==> config.mk <==
export PLATFORM = sky130hd
export DESIGN_NAME = fit_strategy_segment_allocator_flat
export DESIGN_NICKNAME = d
export VERILOG_FILES = /design/src/sv/fsa_pkg.sv /design/src/sv/fsa_if.sv /design/src/sv/fsa_seg_ram.sv /design/src/sv/fit_strategy_segment_allocator.sv /design/src/flat_wrapper.sv
export SDC_FILE = /design/constraint.sdc
export NUM_CORES = 2
export LEC_CHECK = 0
export BUFFER_PORTS_ARGS = -buffer_cell sky130_fd_sc_hd__buf_2
export CAP_MARGIN = 20
export CORE_MARGIN = 5
export CORE_UTILIZATION = 40
export CTS_BUF_LIST = sky130_fd_sc_hd__clkbuf_2
export DETAILED_ROUTE_END_ITERATION = 8
export SYNTH_ARGS = -nofsm -noshare
export SYNTH_HDL_FRONTEND = slang
export SYNTH_SLANG_ARGS = --single-unit
export TNS_END_PERCENT = 50
==> constraint.sdc <==
create_clock -name clk -period 7.6 [get_ports clk]
set_input_delay 1.52 -clock clk [delete_from_list [all_inputs] [get_ports clk]]
set_output_delay 1.52 -clock clk [all_outputs]
set_load 0.01 [all_outputs]
==> src/sv/fsa_pkg.sv <==
// Package for the segment allocator: field widths, codes and types.
// No dependencies.
`timescale 1ns / 1ps
package fsa_pkg;
    localparam int unsigned OFS_W = 16;
    localparam int unsigned LEN_W = 17;
    localparam int unsigned CNT_W = 7;

    localparam logic [1:0] ST_OK       = 2'd0;
    localparam logic [1:0] ST_NO_FIT   = 2'd1;
    localparam logic [1:0] ST_FULL     = 2'd2;
    localparam logic [1:0] ST_NOT_FOUND = 2'd3;

    localparam logic [1:0] MODE_BEST  = 2'd0;
    localparam logic [1:0] MODE_WORST = 2'd1;
    localparam logic [1:0] MODE_NEXT  = 2'd2;

    localparam logic ACT_ALLOC = 1'b0;
    localparam logic ACT_FREE  = 1'b1;

    localparam logic REG_FIT_MODE   = 1'b0;
    localparam logic REG_POOL_BYTES = 1'b1;

    typedef struct packed {
        logic [OFS_W-1:0] start;
        logic [LEN_W-1:0] length;
        logic             taken;
    } seg_t;

    typedef struct packed {
        logic             action;
        logic [LEN_W-1:0] request_bytes;
        logic [OFS_W-1:0] release_offset;
    } req_t;

    typedef struct packed {
        logic [1:0]       status;
        logic [OFS_W-1:0] granted_offset;
        logic [LEN_W-1:0] free_total;
        logic [CNT_W-1:0] hole_count;
        logic [LEN_W-1:0] largest_hole;
    } rsp_t;
endpackage

==> src/sv/fsa_if.sv <==
// Valid/ready channel interfaces for requests, results and register writes.
// Depends on fsa_pkg.
`timescale 1ns / 1ps
interface fsa_req_if;
    logic                valid;
    logic                ready;
    fsa_pkg::req_t       payload;
    modport source (output valid, output payload, input ready);
    modport sink (input valid, input payload, output ready);
endinterface

interface fsa_rsp_if;
    logic                valid;
    logic                ready;
    fsa_pkg::rsp_t       payload;
    modport source (output valid, output payload, input ready);
    modport sink (input valid, input payload, output ready);
endinterface

interface fsa_cfg_if;
    logic                valid;
    logic                ready;
    logic                index;
    logic [16:0]         data;
    modport source (output valid, output index, output data, input ready);
    modport sink (input valid, input index, input data, output ready);
endinterface

==> src/sv/fsa_seg_ram.sv <==
// Segment table memory: one write port, one registered read port.
// Depends on fsa_pkg.
`timescale 1ns / 1ps
module fsa_seg_ram #(
    parameter int unsigned DEPTH = 64,
    parameter int unsigned AW = 6
) (
    input  logic           clk,
    input  logic           we,
    input  logic [AW-1:0]  waddr,
    input  fsa_pkg::seg_t  wdata,
    input  logic [AW-1:0]  raddr,
    output fsa_pkg::seg_t  rdata
);
    import fsa_pkg::*;
    seg_t mem [DEPTH];

    // write port
    always_ff @(posedge clk)
    begin
        if (we)
        begin
            mem[waddr] <= wdata;
        end
    end

    // registered read
    always_ff @(posedge clk)
    begin
        rdata <= mem[raddr];
    end
endmodule

==> src/sv/fit_strategy_segment_allocator.sv <==
// Segment allocator top level: sequencer around the segment table memory.
// Depends on fsa_pkg, fsa_if and fsa_seg_ram.
//
// Usage:
//  req channel carries action, request_bytes, release_offset; rsp channel
//  returns status, granted_offset, free_total, hole_count, largest_hole; one
//  result per request. cfg channel writes fit_mode (index 0) and pool_bytes
//  (index 1); a pool_bytes write reinitialises the table to one free segment.
//  Requests are processed one at a time through a single memory read port
//  with a registered read. Each request runs a search pass over the entries,
//  then decides and fetches the chosen entry; a shift pass moves entries
//  for a split or merge; a statistics pass walks the table, and then the
//  result register is loaded. The memory read port sets the pace.
//  Reset: the state after reset writes entry zero as a free segment of the lesser of
//  POOL_BYTES and 65536; fit mode best fit, cursor zero.
//  The result sits in an output register. While the receiver stalls it
//  holds; the next request is still taken and processed but waits in its
//  last step until the register is free.
`timescale 1ns / 1ps
module fit_strategy_segment_allocator #(
    parameter int unsigned POOL_BYTES   = 65536,
    parameter int unsigned MAX_SEGMENTS = 64
) (
    input logic        clk,
    input logic        rst_n,
    fsa_req_if.sink    req,
    fsa_rsp_if.source  rsp,
    fsa_cfg_if.sink    cfg
);
    import fsa_pkg::*;

    localparam int unsigned AW = (MAX_SEGMENTS > 1) ? $clog2(MAX_SEGMENTS) : 1;
    localparam int unsigned CW = AW + 1;
    localparam int unsigned POOL_MAX = (POOL_BYTES > 65536) ? 65536 : POOL_BYTES;

    // sequencer states
    localparam logic [3:0] S_IDLE   = 4'd0;
    localparam logic [3:0] S_SCAN   = 4'd1;
    localparam logic [3:0] S_DECIDE = 4'd2;
    localparam logic [3:0] S_RDPICK = 4'd3;
    localparam logic [3:0] S_PICK   = 4'd4;
    localparam logic [3:0] S_SHUP   = 4'd5;
    localparam logic [3:0] S_SPLIT  = 4'd6;
    localparam logic [3:0] S_FRD    = 4'd7;
    localparam logic [3:0] S_FNB    = 4'd8;
    localparam logic [3:0] S_SHDN   = 4'd9;
    localparam logic [3:0] S_STATS  = 4'd10;
    localparam logic [3:0] S_OUT    = 4'd11;
    localparam logic [3:0] S_RMW    = 4'd12;
    localparam logic [3:0] S_INIT   = 4'd13;

    logic [3:0]       state_reg;
    logic [1:0]       mode_reg;
    logic [LEN_W-1:0] pool_reg;
    logic [CW-1:0]    cnt_reg;
    logic [AW-1:0]    cur_reg;
    req_t             rq_reg;

    // walk control
    logic [CW-1:0]    idx_reg;        // address issued last cycle
    logic             rv_reg;         // read data valid for entry idx_reg
    logic [CW-1:0]    steps_reg;      // next-fit entries examined
    logic             found_reg;
    logic [AW-1:0]    best_reg;
    logic [LEN_W-1:0] best_len_reg;
    seg_t             pick_reg;       // chosen / freed entry
    seg_t             prev_reg;       // lower neighbour
    logic             prev_free_reg;
    logic [AW-1:0]    tgt_reg;        // merge base or split remainder index
    logic [CW-1:0]    rm_reg;         // entries to remove in merge
    seg_t             carry_reg;      // entry written at tgt_reg: split remainder or merged segment
    logic [1:0]       st_reg;
    logic [OFS_W-1:0] gr_reg;
    logic [LEN_W-1:0] tot_reg, lrg_reg;
    logic [CNT_W-1:0] hol_reg;
    rsp_t             out_reg;
    logic             ov_reg;

    // memory port
    logic          we;
    logic [AW-1:0] waddr, raddr;
    seg_t          wdata, rdata;

    fsa_seg_ram #(.DEPTH(MAX_SEGMENTS), .AW(AW)) u_ram (
        .clk(clk), .we(we), .waddr(waddr), .wdata(wdata),
        .raddr(raddr), .rdata(rdata)
    );

    // register writes are only taken while idle
    assign cfg.ready = (state_reg == S_IDLE);
    assign req.ready = (state_reg == S_IDLE) && !cfg.valid;
    assign rsp.valid = ov_reg;
    assign rsp.payload = out_reg;

    logic [LEN_W-1:0] cfg_pool;
    always_comb
    begin
        if (cfg.data == '0)
            cfg_pool = LEN_W'(1);
        else if ({15'd0, cfg.data} > 32'(POOL_MAX))
            cfg_pool = LEN_W'(POOL_MAX);
        else
            cfg_pool = cfg.data;
    end

    // next-fit start index wraps to zero past the end
    logic [AW-1:0] nf_start;
    assign nf_start = ({{(CW-AW){1'b0}}, cur_reg} < cnt_reg) ? cur_reg : '0;

    logic [CW-1:0] idx_inc;
    assign idx_inc = idx_reg + CW'(1);

    logic [CW-1:0] nf_idx;
    assign nf_idx = (idx_inc >= cnt_reg) ? '0 : idx_inc;

    logic scan_next;
    assign scan_next = (rq_reg.action == ACT_ALLOC) && (mode_reg == MODE_NEXT);

    // next-fit predicate on current read data
    logic fits;
    assign fits = !rdata.taken && (rdata.length >= rq_reg.request_bytes);

    always_comb
    begin
        we = 1'b0;
        waddr = '0;
        wdata = '0;
        raddr = idx_reg[AW-1:0];
        case (state_reg)
            S_INIT:
            begin
                we = 1'b1;
                wdata.length = pool_reg;
            end
            S_IDLE:
            begin
                if (cfg.valid && cfg.index == REG_POOL_BYTES)
                begin
                    we = 1'b1;
                    wdata.length = cfg_pool;
                end
                else if (req.valid)
                begin
                    raddr = (req.payload.action == ACT_ALLOC && mode_reg == MODE_NEXT)
                        ? nf_start : '0;
                end
            end
            S_SCAN:    raddr = scan_next ? nf_idx[AW-1:0] : idx_inc[AW-1:0];
            S_RDPICK:  raddr = best_reg;
            S_SHUP:    raddr = idx_reg[AW-1:0];
            S_SPLIT:
            begin
                we = 1'b1;
                waddr = best_reg;
                wdata = '{start: pick_reg.start, length: rq_reg.request_bytes, taken: 1'b1};
            end
            S_RMW:
            begin
                we = 1'b1;
                waddr = best_reg;
                wdata = '{start: pick_reg.start, length: pick_reg.length, taken: 1'b1};
            end
            S_SHDN:    raddr = idx_reg[AW-1:0];
            S_STATS:   raddr = rv_reg ? idx_inc[AW-1:0] : idx_reg[AW-1:0];
            default:   raddr = idx_reg[AW-1:0];
        endcase
        // shift writes and the split/merge entry write, issued from the sequential block's decisions
        if (state_reg == S_SHUP && rv_reg)
        begin
            we = 1'b1;
            waddr = AW'(idx_reg + CW'(1));
            wdata = rdata;
        end
        if (state_reg == S_SHDN && rv_reg)
        begin
            we = 1'b1;
            waddr = AW'(idx_reg - rm_reg);
            wdata = rdata;
        end
        if (state_reg == S_FNB)
        begin
            we = 1'b1;
            waddr = tgt_reg;
            wdata = carry_reg;
        end
    end

    always_ff @(posedge clk or negedge rst_n)
    begin
        if (!rst_n)
        begin
            state_reg <= S_INIT;
            mode_reg  <= MODE_BEST;
            pool_reg  <= LEN_W'(POOL_MAX);
            cnt_reg   <= CW'(1);
            cur_reg   <= '0;
            ov_reg    <= 1'b0;
            rv_reg    <= 1'b0;
            idx_reg   <= '0;
        end
        else
        begin
            if (ov_reg && rsp.ready && state_reg != S_OUT)
                ov_reg <= 1'b0;
            case (state_reg)
                // entry zero becomes one free segment after reset
                S_INIT:    state_reg <= S_IDLE;
                S_IDLE:
                begin
                    if (cfg.valid)
                    begin
                        if (cfg.index == REG_FIT_MODE)
                            mode_reg <= cfg.data[1:0];
                        else
                        begin
                            pool_reg <= cfg_pool;
                            cnt_reg <= CW'(1);
                            cur_reg <= '0;
                        end
                    end
                    else if (req.valid)
                    begin
                        rq_reg <= req.payload;
                        idx_reg <= (req.payload.action == ACT_ALLOC
                            && mode_reg == MODE_NEXT) ? {{(CW-AW){1'b0}}, nf_start} : '0;
                        steps_reg <= '0;
                        found_reg <= 1'b0;
                        best_reg <= '0;
                        prev_free_reg <= 1'b0;
                        state_reg <= S_SCAN;
                    end
                end
                // one entry per cycle: fit search or offset lookup
                S_SCAN:
                begin
                    if (rq_reg.action == ACT_FREE)
                    begin
                        idx_reg <= idx_inc;
                        if (rdata.start == rq_reg.release_offset)
                        begin
                            best_reg <= idx_reg[AW-1:0];
                            pick_reg <= rdata;
                            // a free segment at that offset is not found
                            state_reg <= rdata.taken ? S_FRD : S_DECIDE;
                        end
                        else
                        begin
                            prev_reg <= rdata;
                            prev_free_reg <= !rdata.taken;
                            if (idx_inc >= cnt_reg)
                                state_reg <= S_DECIDE;
                        end
                    end
                    else if (mode_reg == MODE_NEXT)
                    begin
                        steps_reg <= steps_reg + CW'(1);
                        idx_reg <= nf_idx;
                        if (fits)
                        begin
                            found_reg <= 1'b1;
                            best_reg <= idx_reg[AW-1:0];
                            state_reg <= S_DECIDE;
                        end
                        else if (steps_reg + CW'(1) >= cnt_reg)
                            state_reg <= S_DECIDE;
                    end
                    else
                    begin
                        idx_reg <= idx_inc;
                        if (!rdata.taken && (mode_reg == MODE_BEST
                            ? (rdata.length >= rq_reg.request_bytes
                               && (!found_reg || rdata.length < best_len_reg))
                            : (!found_reg || rdata.length > best_len_reg)))
                        begin
                            found_reg <= 1'b1;
                            best_reg <= idx_reg[AW-1:0];
                            best_len_reg <= rdata.length;
                        end
                        if (idx_inc >= cnt_reg)
                            state_reg <= S_DECIDE;
                    end
                end
                S_DECIDE:
                begin
                    gr_reg <= '0;
                    if (rq_reg.action == ACT_FREE)
                    begin
                        st_reg <= ST_NOT_FOUND;
                        state_reg <= S_STATS;
                        idx_reg <= '0;
                    end
                    else if (rq_reg.request_bytes == '0 || !found_reg
                        || mode_reg == 2'd3
                        || (mode_reg == MODE_WORST && best_len_reg < rq_reg.request_bytes))
                    begin
                        st_reg <= ST_NO_FIT;
                        state_reg <= S_STATS;
                        idx_reg <= '0;
                    end
                    else
                        state_reg <= S_RDPICK;
                end
                S_RDPICK:  state_reg <= S_PICK;
                S_PICK:
                begin
                    pick_reg <= rdata;
                    if (rdata.length > rq_reg.request_bytes)
                    begin
                        if (cnt_reg >= CW'(MAX_SEGMENTS))
                        begin
                            st_reg <= ST_FULL;
                            gr_reg <= '0;
                            state_reg <= S_STATS;
                            idx_reg <= '0;
                        end
                        else
                        begin
                            // move entries above the pick up by one, top first
                            idx_reg <= cnt_reg - CW'(1);
                            rv_reg <= 1'b0;
                            state_reg <= S_SHUP;
                        end
                    end
                    else
                    begin
                        st_reg <= ST_OK;
                        gr_reg <= rdata.start;
                        cur_reg <= ({{(CW-AW){1'b0}}, best_reg} + CW'(1) < cnt_reg)
                            ? AW'(best_reg + AW'(1)) : '0;
                        state_reg <= S_RMW;
                    end
                end
                S_RMW:
                begin
                    state_reg <= S_STATS;
                    idx_reg <= '0;
                end
                // read idx, write it to idx+1 next cycle, walking downwards
                S_SHUP:
                begin
                    if (!rv_reg)
                    begin
                        if (idx_reg <= {{(CW-AW){1'b0}}, best_reg})
                            state_reg <= S_SPLIT;
                        else
                            rv_reg <= 1'b1;
                    end
                    else
                    begin
                        rv_reg <= 1'b0;
                        idx_reg <= idx_reg - CW'(1);
                    end
                end
                S_SPLIT:
                begin
                    carry_reg <= '{start: pick_reg.start + rq_reg.request_bytes[OFS_W-1:0],
                                   length: pick_reg.length - rq_reg.request_bytes,
                                   taken: 1'b0};
                    tgt_reg <= AW'(best_reg + AW'(1));
                    cnt_reg <= cnt_reg + CW'(1);
                    cur_reg <= AW'(best_reg + AW'(1));
                    st_reg <= ST_OK;
                    gr_reg <= pick_reg.start;
                    rm_reg <= '0;
                    state_reg <= S_FNB;
                end
                // free: lower neighbour known, rdata holds entry best+1
                S_FRD:
                begin
                    begin : merge_plan
                        logic up_free;
                        logic dn_free;
                        logic [LEN_W-1:0] len;
                        up_free = ({{(CW-AW){1'b0}}, best_reg} + CW'(1) < cnt_reg)
                            && !rdata.taken;
                        dn_free = (best_reg != '0) && prev_free_reg;
                        len = pick_reg.length + (up_free ? rdata.length : '0)
                            + (dn_free ? prev_reg.length : '0);
                        tgt_reg <= dn_free ? AW'(best_reg - AW'(1)) : best_reg;
                        carry_reg <= '{start: dn_free ? prev_reg.start : pick_reg.start,
                                       length: len, taken: 1'b0};
                        rm_reg <= CW'(up_free) + CW'(dn_free);
                        cnt_reg <= cnt_reg - (CW'(up_free) + CW'(dn_free));
                        // cursor follows removed entries
                        if (dn_free && {{(CW-AW){1'b0}}, cur_reg} >= CW'(best_reg))
                        begin
                            if (up_free && {{(CW-AW){1'b0}}, cur_reg} >= CW'(best_reg) + CW'(1))
                                cur_reg <= AW'(cur_reg - AW'(2));
                            else
                                cur_reg <= AW'(cur_reg - AW'(1));
                        end
                        else if (up_free && {{(CW-AW){1'b0}}, cur_reg} >= CW'(best_reg) + CW'(1))
                            cur_reg <= AW'(cur_reg - AW'(1));
                        idx_reg <= CW'(best_reg) + CW'(1) + CW'(up_free);
                    end
                    st_reg <= ST_OK;
                    gr_reg <= '0;
                    state_reg <= S_FNB;
                end
                S_FNB:
                begin
                    if (rm_reg == '0)
                    begin
                        state_reg <= S_STATS;
                        idx_reg <= '0;
                    end
                    else
                    begin
                        rv_reg <= 1'b0;
                        state_reg <= S_SHDN;
                    end
                end
                // read idx, write it rm places lower next cycle
                S_SHDN:
                begin
                    if (!rv_reg)
                    begin
                        if (idx_reg >= cnt_reg + rm_reg)
                        begin
                            state_reg <= S_STATS;
                            idx_reg <= '0;
                        end
                        else
                            rv_reg <= 1'b1;
                    end
                    else
                    begin
                        rv_reg <= 1'b0;
                        idx_reg <= idx_inc;
                    end
                end
                // accumulate free statistics, one entry per cycle
                S_STATS:
                begin
                    if (!rv_reg)
                    begin
                        rv_reg <= 1'b1;
                        tot_reg <= '0;
                        hol_reg <= '0;
                        lrg_reg <= '0;
                    end
                    else
                    begin
                        if (!rdata.taken)
                        begin
                            tot_reg <= tot_reg + rdata.length;
                            hol_reg <= hol_reg + CNT_W'(1);
                            if (rdata.length > lrg_reg)
                                lrg_reg <= rdata.length;
                        end
                        idx_reg <= idx_inc;
                        if (idx_inc >= cnt_reg)
                        begin
                            rv_reg <= 1'b0;
                            state_reg <= S_OUT;
                        end
                    end
                end
                S_OUT:
                begin
                    if (!ov_reg || rsp.ready)
                    begin
                        out_reg <= '{status: st_reg, granted_offset: gr_reg,
                                     free_total: tot_reg, hole_count: hol_reg,
                                     largest_hole: lrg_reg};
                        ov_reg <= 1'b1;
                        state_reg <= S_IDLE;
                    end
                end
                default:   state_reg <= S_IDLE;
            endcase
        end
    end
endmodule

==> src/flat_wrapper.sv <==
// flat-port wrapper written by rule: the top's interface ports become plain ports
module fit_strategy_segment_allocator_flat import fsa_pkg::*;
#(
    parameter int unsigned POOL_BYTES   = 65536,
    parameter int unsigned MAX_SEGMENTS = 64
)
  (clk, rst_n, req_valid, req_payload, req_ready, rsp_valid, rsp_payload, rsp_ready, cfg_valid, cfg_index, cfg_data, cfg_ready);
  fsa_req_if req_i ();
  fsa_rsp_if rsp_i ();
  fsa_cfg_if cfg_i ();
  input logic clk;
  input logic rst_n;
  input wire logic [$bits(req_i.valid)-1:0] req_valid;
  input wire logic [$bits(req_i.payload)-1:0] req_payload;
  output wire logic [$bits(req_i.ready)-1:0] req_ready;
  output wire logic [$bits(rsp_i.valid)-1:0] rsp_valid;
  output wire logic [$bits(rsp_i.payload)-1:0] rsp_payload;
  input wire logic [$bits(rsp_i.ready)-1:0] rsp_ready;
  input wire logic [$bits(cfg_i.valid)-1:0] cfg_valid;
  input wire logic [$bits(cfg_i.index)-1:0] cfg_index;
  input wire logic [$bits(cfg_i.data)-1:0] cfg_data;
  output wire logic [$bits(cfg_i.ready)-1:0] cfg_ready;
  assign req_i.valid = req_valid;
  assign req_i.payload = req_payload;
  assign req_ready = req_i.ready;
  assign rsp_valid = rsp_i.valid;
  assign rsp_payload = rsp_i.payload;
  assign rsp_i.ready = rsp_ready;
  assign cfg_i.valid = cfg_valid;
  assign cfg_i.index = cfg_index;
  assign cfg_i.data = cfg_data;
  assign cfg_ready = cfg_i.ready;
  fit_strategy_segment_allocator #(.POOL_BYTES(POOL_BYTES), .MAX_SEGMENTS(MAX_SEGMENTS)) u_core (.clk(clk), .rst_n(rst_n), .req(req_i), .rsp(rsp_i), .cfg(cfg_i));
endmodule
# ---- Word level (Yosys, flattened, before mapping)
# Memory sizes are Yosys's and may differ from the RTL's. A register that Yosys moved wholly into a read port is not among the register bits.
# Cells that the tools add are included.
# Widths: inputs -> output; s select.
dict set report op_classes {
  reduce_logical 66
  eq_ne 52
  n_bitwise 6
  n_addsub 21
  multipliers 0
  div 0
  muxes 135
  order_cmp 16
  n_shift 0
}
# cell count
set ops {}
lappend ops {{$mux 34} 5}
lappend ops {{$mux 6} 26}
lappend ops {{$mux 7} 21}
lappend ops {{$mux 17} 8}
lappend ops {{$pmux 34 s2} 2}
lappend ops {{$mux 4} 19}
lappend ops {{$pmux 7 s10} 1}
lappend ops {{$pmux 17 s4} 1}
lappend ops {{$mux 16} 4}
lappend ops {{$add 17x17->17} 3}
lappend ops {{$gt 17x17->1} 3}
lappend ops {{$pmux 16 s3} 1}
lappend ops {{$pmux 4 s12} 1}
lappend ops {{$pmux 6 s4} 2}
lappend ops {{$logic_not 17->1} 2}
lappend ops {{$lt 17x17->1} 2}
lappend ops {{$ne 2x2->1 const B} 16}
lappend ops {{$add 7x1->7 const B} 4}
lappend ops {{$mux 1} 28}
lappend ops {{$pmux 7 s2} 2}
lappend ops {{$eq 4x4->1 const B} 6}
lappend ops {{$pmux 6 s2} 2}
lappend ops {{$reduce_and 4->1} 6}
lappend ops {{$ge 7x7->1} 3}
lappend ops {{other kinds (62)} 128}
dict set report totals {
  mem_bits_rw 2176
  reg_bits 342
  input_bits 57
  romBits 0
  n_memories 1
  word_cells 332
  latchBits 0
}
# memory depth word_bits read_ports rd_clocked_by_memory_dff wr line
set memory_table {}
lappend memory_table {u_core.u_ram.mem 64 34 1 1 1 fsa_seg_ram.sv:16} ;# seg_t mem [DEPTH];

# ---- Logic depth before layout (Yosys ltp)
dict set report depth {
  ltp_word 9
  mapped_depth 27
  depth_no_buf 26
}

# ---- By module
# Synthesis repeated with hierarchy kept, for this count alone.
dict set report hier_totals {
  cells_unflattened 5755
  hier_area_um2 104944.4
}
# mod area_per_inst_um2 seq_area_each_um2 n_inst cells_per_inst
set by_module_without_submodules {}
lappend by_module_without_submodules {fsa_seg_ram 83681.5 66023.3 1 3767}
lappend by_module_without_submodules {fit_strategy_segment_allocator 21262.9 9870.7 1 1988}

# ---- Worst setup path after synthesis
# Ideal clock, no wire load.
dict set report synth_path {
  kind {flip-flop to flip-flop}
  startpoint {reg u_core.best_reg[0]}
  endpoint {reg u_core.carry_reg[16] (netlist name) (data pin)}
  slack_ns 1.925
  t_arrival_ns 5.407
  required_ns 7.332
  setup_time_ns 0.268
  stages_incl_launch_ff 28
  cell_sequence {edfxtp_1 > inv_1 > ha_1 > ha_1 > a21boi_0 > o21a_1 > o21a_1 > o211ai_1 > a21boi_0 > nor3_2 > clkbuf_1 > nand2_1 > fa_1 > inv_1 > ha_1 > inv_1 > fa_1 > nor2b_1 > o21ai_0 > a21boi_0 > o21ai_0 > a21oi_1 > a41o_1 > o41a_1 > a31oi_1 > xnor2_1 > nand2_1 > o21ai_0}
}
dict set report synth_via {
  elab_chain_len 7
  elab_cells_between_ends 10
}
# element line
set synth_rtl {}
lappend synth_rtl {{start: declaration} fit_strategy_segment_allocator.sv:64} ;# logic [AW-1:0] best_reg;
lappend synth_rtl {{start signal: assignment} fit_strategy_segment_allocator.sv:241} ;# best_reg <= idx_reg[AW-1:0];
lappend synth_rtl {{start signal: assignment} fit_strategy_segment_allocator.sv:261} ;# best_reg <= idx_reg[AW-1:0];
lappend synth_rtl {{start signal: assignment} fit_strategy_segment_allocator.sv:276} ;# best_reg <= idx_reg[AW-1:0];
lappend synth_rtl {{$add 6x1->7} fit_strategy_segment_allocator.sv:374} ;# up_free = ({{(CW-AW){1'b0}}, best_reg} + CW'(1) < cnt_reg)
lappend synth_rtl {{$lt 7x7->1} fit_strategy_segment_allocator.sv:374}
lappend synth_rtl {{$logic_and 1x1->1} fit_strategy_segment_allocator.sv:375} ;# && !rdata.taken;
lappend synth_rtl {{$mux 17} fit_strategy_segment_allocator.sv:377} ;# len = pick_reg.length + (up_free ? rdata.length : '0)
lappend synth_rtl {{$add 17x17->17} fit_strategy_segment_allocator.sv:377}
lappend synth_rtl {{$add 17x17->17 *} fit_strategy_segment_allocator.sv:378} ;# + (dn_free ? prev_reg.length : '0);
lappend synth_rtl {{$pmux 34 s2 *} fit_strategy_segment_allocator.sv:205} ;# case (state_reg)
lappend synth_rtl {{end signal: assignment} fit_strategy_segment_allocator.sv:356} ;# carry_reg <= '{start: pick_reg.start + rq_reg.request_bytes[OFS_W-1:0],
lappend synth_rtl {{end signal: assignment} fit_strategy_segment_allocator.sv:380} ;# carry_reg <= '{start: dn_free ? prev_reg.start : pick_reg.start,
lappend synth_rtl {{end: declaration} fit_strategy_segment_allocator.sv:71} ;# seg_t carry_reg;
# Every way passes the cells marked *; elsewhere a longest branch is shown, timed or not. The select of a mux whose other input is x is not followed.
# A chain may end at the register's enable or synchronous reset.

# ---- Final worst setup path
# Same ends and word-level chain as after synthesis.

==> impl_results.html <==
<table>
<tr><th>Metric</th><th>Value</th></tr>
<tr><th colspan="2">Synth</th></tr>
<tr><td>Number of warnings issued by yosys</td><td>0</td></tr>
<tr><td>Mapped Cells</td><td>7980</td></tr>
<tr><td>Register area share after synthesis</td><td>70.41%</td></tr>
<tr><td>Combinational family with the most area after synthesis</td><td>simple AND/OR/NAND/NOR gates</td></tr>
<tr><td>Largest cells by area after synthesis</td><td>sky130_fd_sc_hd__edfxtp_1 (69%), sky130_fd_sc_hd__nand2_1 (5.5%), sky130_fd_sc_hd__ha_1 (2.4%), sky130_fd_sc_hd__nand3_1 (2.1%), sky130_fd_sc_hd__mux2i_1 (1.8%)</td></tr>
<tr><td>Netlist area before placement</td><td>107800 um^2</td></tr>
<tr><td>Flip-flop and latch count after synthesis</td><td>2546</td></tr>
<tr><td>Post-synth cell types</td><td>102</td></tr>
<tr><td>Main synth FF type</td><td>sky130_fd_sc_hd__edfxtp_1</td></tr>
<tr><td>Per-instance average area after synthesis</td><td>13.51 um^2</td></tr>
<tr><td>Post-synth EDFFs</td><td>2467</td></tr>
<tr><td>Compound-gate portion of the synthesized area</td><td>9.230%</td></tr>
<tr><td>Proportion of netlist area held by the largest area contributor</td><td>68.73%</td></tr>
<tr><td>Post-synthesis adder-cell area fraction</td><td>2.816%</td></tr>
<tr><td>Simple-Gate Fraction of Synth Area</td><td>11.59%</td></tr>
<tr><td>Proportion of register bits with asynchronous set or reset after synthesis</td><td>1.767%</td></tr>
<tr><td>Mux share of post-synthesis cell area</td><td>2.256%</td></tr>
<tr><td>XOR/XNOR share of the synthesized area</td><td>0.9588%</td></tr>
<tr><td>Post-synthesis cell type with the largest combined area</td><td>sky130_fd_sc_hd__edfxtp_1</td></tr>
<tr><td>Mapped Nets</td><td>8265</td></tr>
<tr><th colspan="2">Worst setup path</th></tr>
<tr><td>Reg2reg start</td><td>u_core.best_reg[0]</td></tr>
<tr><td>Maximum net fanout on the critical path</td><td>15</td></tr>
<tr><td>Worst r2r path cells</td><td>27</td></tr>
<tr><td>Cell type of the slowest stage on the worst timing path</td><td>sky130_fd_sc_hd__edfxtp_1</td></tr>
<tr><td>Register-to-Register Setup Slack</td><td>0.87 ns</td></tr>
<tr><td>Worst path required time</td><td>9.18 ns</td></tr>
<tr><td>Critical path class</td><td>reg -&gt; reg</td></tr>
<tr><td>Worst setup EP type</td><td>flop</td></tr>
<tr><td>Largest incremental delay on the critical path</td><td>0.70 ns</td></tr>
<tr><td>Setup crit start kind</td><td>flop</td></tr>
<tr><td>WP data arrival</td><td>8.31 ns</td></tr>
<tr><td>RR Endpoint</td><td>u_core.carry_reg[16]</td></tr>
<tr><th colspan="2">Clock tree</th></tr>
<tr><td>Clk slew on worst S/H paths</td><td>0.11 ns</td></tr>
<tr><td>Clock tree from TritonCTS</td><td>yes</td></tr>
<tr><td>Clock sink count</td><td>2546</td></tr>
<tr><td>Worst-Skew Late Latency</td><td>1.93 ns</td></tr>
<tr><td>Post-CTS Setup Bufs</td><td>0</td></tr>
<tr><td>TritonCTS buffer count</td><td>657</td></tr>
<tr><td>Max Buffers Root-to-Sink</td><td>4</td></tr>
<tr><td>H-tree depth</td><td>6</td></tr>
<tr><td>CTS root buf</td><td>sky130_fd_sc_hd__clkbuf_2</td></tr>
<tr><th colspan="2">Placed design</th></tr>
<tr><td>Number of buffer cells added on primary ports</td><td>118</td></tr>
<tr><td>Final RePlAce weighted congestion</td><td>0.8852</td></tr>
<tr><td>Placed cell areas</td><td>114500 um^2</td></tr>
<tr><td>Post-detail-place hpwl</td><td>212.5 mm</td></tr>
<tr><th colspan="2">Timing</th></tr>
<tr><td>Final worst path period need</td><td>6.733 ns</td></tr>
<tr><td>Max Clock Skew</td><td>0.2297 ns</td></tr>
<tr><td>Relative slew slack</td><td>7.525%</td></tr>
<tr><td>Worst-Margin Slew</td><td>1.387 ns</td></tr>
<tr><td>Setup-failing EPs final</td><td>0</td></tr>
<tr><td>RSZ-0062 raised after global routing</td><td>false</td></tr>
<tr><td>Final-layout setup total negative slack</td><td>0 ns</td></tr>
<tr><td>Maximum operating frequency</td><td>148.5 MHz</td></tr>
<tr><td>Final worst-path cycle share</td><td>88.60%</td></tr>
<tr><td>Final Hold Viols</td><td>0</td></tr>
<tr><td>Final Slew Violations</td><td>0</td></tr>
<tr><th colspan="2">Die</th></tr>
<tr><td>Die Span X</td><td>529.1 um</td></tr>
<tr><td>Row Count</td><td>190</td></tr>
<tr><td>Die H</td><td>529.1 um</td></tr>
<tr><td>Initial Util</td><td>40.20%</td></tr>
<tr><td>Die outline area</td><td>280000 um^2</td></tr>
<tr><td>Count of boundary I/O pins</td><td>119</td></tr>
<tr><td>Core box area</td><td>268200 um^2</td></tr>
<tr><th colspan="2">Finish</th></tr>
<tr><td>Layout area overhead</td><td>12.29%</td></tr>
<tr><td>Share of layout cells above drive strength 1</td><td>18.11%</td></tr>
<tr><td>Final standard cell area without fillers</td><td>121000 um^2</td></tr>
<tr><td>Top reg by flops</td><td>u_core.u_ram.mem</td></tr>
<tr><td>Commonest cells after routing, fill and taps aside</td><td>sky130_fd_sc_hd__edfxtp_1 (2467), sky130_fd_sc_hd__nand2_1 (1580), sky130_fd_sc_hd__clkbuf_2 (953)</td></tr>
<tr><td>Most frequent standard cell in the layout excluding fill and tap cells</td><td>sky130_fd_sc_hd__edfxtp_1</td></tr>
<tr><td>Flip-flop count of the largest register after layout</td><td>2176</td></tr>
<tr><td>Layout net count</td><td>8957</td></tr>
<tr><td>Final core utilization</td><td>45.14%</td></tr>
<tr><th colspan="2">Route</th></tr>
<tr><td>First-pass iteration count of the detailed router</td><td>6</td></tr>
<tr><td>Detailed-route via count</td><td>74290</td></tr>
<tr><td>Initial DRC count</td><td>9942</td></tr>
<tr><td>Routed Antenna Nets</td><td>0</td></tr>
<tr><td>Wire length after detailed routing</td><td>355.2 mm</td></tr>
<tr><td>Mean number of vias per cell</td><td>5.847</td></tr>
<tr><td>Residual DRC</td><td>0</td></tr>
<tr><td>Routed wirelength normalized by instance count</td><td>27.96 um</td></tr>
<tr><th colspan="2">Global route</th></tr>
<tr><td>Overflow left after global routing</td><td>0</td></tr>
<tr><td>Number of global-route vias before repair</td><td>71530</td></tr>
<tr><td>GR Util All Layers</td><td>24.70%</td></tr>
<tr><td>Maximum number of pins on one net before global-route repair</td><td>118</td></tr>
<tr><td>Initial antenna violation count</td><td>13</td></tr>
<tr><td>First-pass GRT wire length</td><td>505.3 mm</td></tr>
<tr><th colspan="2">Power and ir drop</th></tr>
<tr><td>Largest voltage drop on the vdd net</td><td>97.69 uV</td></tr>
<tr><td>Leakage Power</td><td>41.22 nW</td></tr>
<tr><td>Power density normalized to cell area</td><td>202.8 nW/um^2</td></tr>
<tr><th colspan="2">Run status</th></tr>
<tr><td>Status</td><td>complete, no violations</td></tr>
<tr><th colspan="2">Job</th></tr>
<tr><td>Max-cap violation count</td><td>0</td></tr>
<tr><th colspan="2">Worst hold path</th></tr>
<tr><td>Worst hold-check path type</td><td>in -&gt; async</td></tr>
</table>
-- area by class of cell --
cell class                 instances  area (um^2)
clock inverter                   175         1051
clock buffer                     953         4770
timing repair buffer             513         4352
fill                           24230       147100
antenna                           13        32.53
inverter                         172        648.1
tap                             3552         4444
multi-input combinational       4782        29850
sequential                      2546        75890
-- logic make-up (layout without fill, tap and decap cells) --
kind of cell | Yosys count | after routing
AND/OR/NAND/NOR | 2815 | 2815
flip-flops | 2546 | 2546
AO/OA/AOI/OAI | 1402 | 1402
buffers and inverters | 652 | 1813
adder cells (fa/ha/maj) | 229 | 229
multiplexers | 218 | 218
XOR/XNOR | 118 | 118
other | 0 | 13
-- per-layer routing --
metal	routed length [um]	part of all wire, %	global-route usage [%]	vias to the layer above
li1	-	-	-	32090
met1	142000	40	33.62	37120
met2	161300	45	38.54	4375
met3	37190	10	5.506	699
met4	14680	4.1	10.04	6
met5	57	0.016	0	-
-- Yosys cell counts, types with 28 or more instances --
| master | n |
|---|---|
| sky130_fd_sc_hd__ha_1 | 205 |
| sky130_fd_sc_hd__and2_1 | 39 |
| sky130_fd_sc_hd__a311oi_1 | 93 |
| sky130_fd_sc_hd__a21oi_1 | 171 |
| sky130_fd_sc_hd__a31oi_1 | 203 |
| sky130_fd_sc_hd__clkbuf_1 | 175 |
| sky130_fd_sc_hd__o22ai_1 | 32 |
| sky130_fd_sc_hd__nor2_1 | 249 |
| sky130_fd_sc_hd__nand4_1 | 51 |
| sky130_fd_sc_hd__a211oi_1 | 212 |
| sky130_fd_sc_hd__inv_1 | 169 |
| sky130_fd_sc_hd__nand3_1 | 458 |
| sky130_fd_sc_hd__buf_1 | 52 |
| sky130_fd_sc_hd__a22oi_1 | 60 |
| sky130_fd_sc_hd__dfxtp_1 | 34 |
| sky130_fd_sc_hd__buf_2 | 196 |
| sky130_fd_sc_hd__nor2b_1 | 31 |
| sky130_fd_sc_hd__edfxtp_1 | 2467 |
| sky130_fd_sc_hd__xnor2_1 | 80 |
| sky130_fd_sc_hd__mux2i_1 | 189 |
| sky130_fd_sc_hd__nand2_1 | 1583 |
| sky130_fd_sc_hd__a32oi_1 | 113 |
| sky130_fd_sc_hd__and3_1 | 235 |
| sky130_fd_sc_hd__nor3_1 | 49 |
| sky130_fd_sc_hd__buf_4 | 42 |
| sky130_fd_sc_hd__xor2_1 | 38 |
| sky130_fd_sc_hd__a22o_1 | 35 |
| sky130_fd_sc_hd__o21ai_0 | 184 |
| sky130_fd_sc_hd__dfrtp_1 | 40 |
| sky130_fd_sc_hd__a21o_1 | 52 |
| sky130_fd_sc_hd__nand2b_1 | 28 |
| sky130_fd_sc_hd__nor4_1 | 34 |
-- worst max-delay path by stage --
| stage | end | cells past startpoint | slack (ns) | start |
|---|---|---|---|---|
| after global placement | u_core.carry_reg[16] | 27 | 1.02 | u_core.best_reg[0] |
| after detailed placement | u_core.carry_reg[16] | 27 | 1.04 | u_core.best_reg[0] |
| after floorplan | u_core.carry_reg[16] | 27 | 1.93 | u_core.best_reg[0] |
| after global routing | u_core.carry_reg[16] | 27 | 0.38 | u_core.best_reg[0] |
| final | u_core.carry_reg[16] | 27 | 0.87 | u_core.best_reg[0] |
| after CTS | u_core.carry_reg[16] | 27 | 0.88 | u_core.best_reg[0] |
-- power by group --
group | total (W) | internal (W) | switching (W)
registers | 0.0151 | 0.0151 | 0.00000000000000000000938
clock network | 0.00934 | 0.00378 | 0.00557
logic | 0.0000658 | 0.0000316 | 0.0000342
-- critical path, delay by kind of cell (launching register included) --
kind                     cells  cell delay, ns
AO/OA/AOI/OAI               13            2.13
adder cells (fa/ha/maj)      5            1.87
AND/OR/NAND/NOR              4            0.78
buffers and inverters        4            0.75
flip-flops                   1            0.70
XOR/XNOR                     1            0.14
-- per-stage QoR --
stage | setup WS [ns] | power, W | hold slack, ns | std cells
3_5_place_dp | 1.044 | 0.01550 | 0.4066 | 11500
4_1_cts | 0.8815 | 0.02476 | 0.004183 | 12690
5_1_grt | 0.3777 | 0.02554 | 0.08727 | 12700
2_1_floorplan | 1.925 | 0.01546 | 0.4003 | 7980
3_3_place_gp | 1.022 | 0.01550 | 0.4072 | 11500
6_report | 0.8665 | 0.02454 | 0.2352 | 12710
-- what timing repair did --
action	in CTS	in global routing
resized for setup	0	0
hold buffers	56	0
endpoints found under the hold margin	76	0
Note: power is estimated with default switching activity, not from simulation.
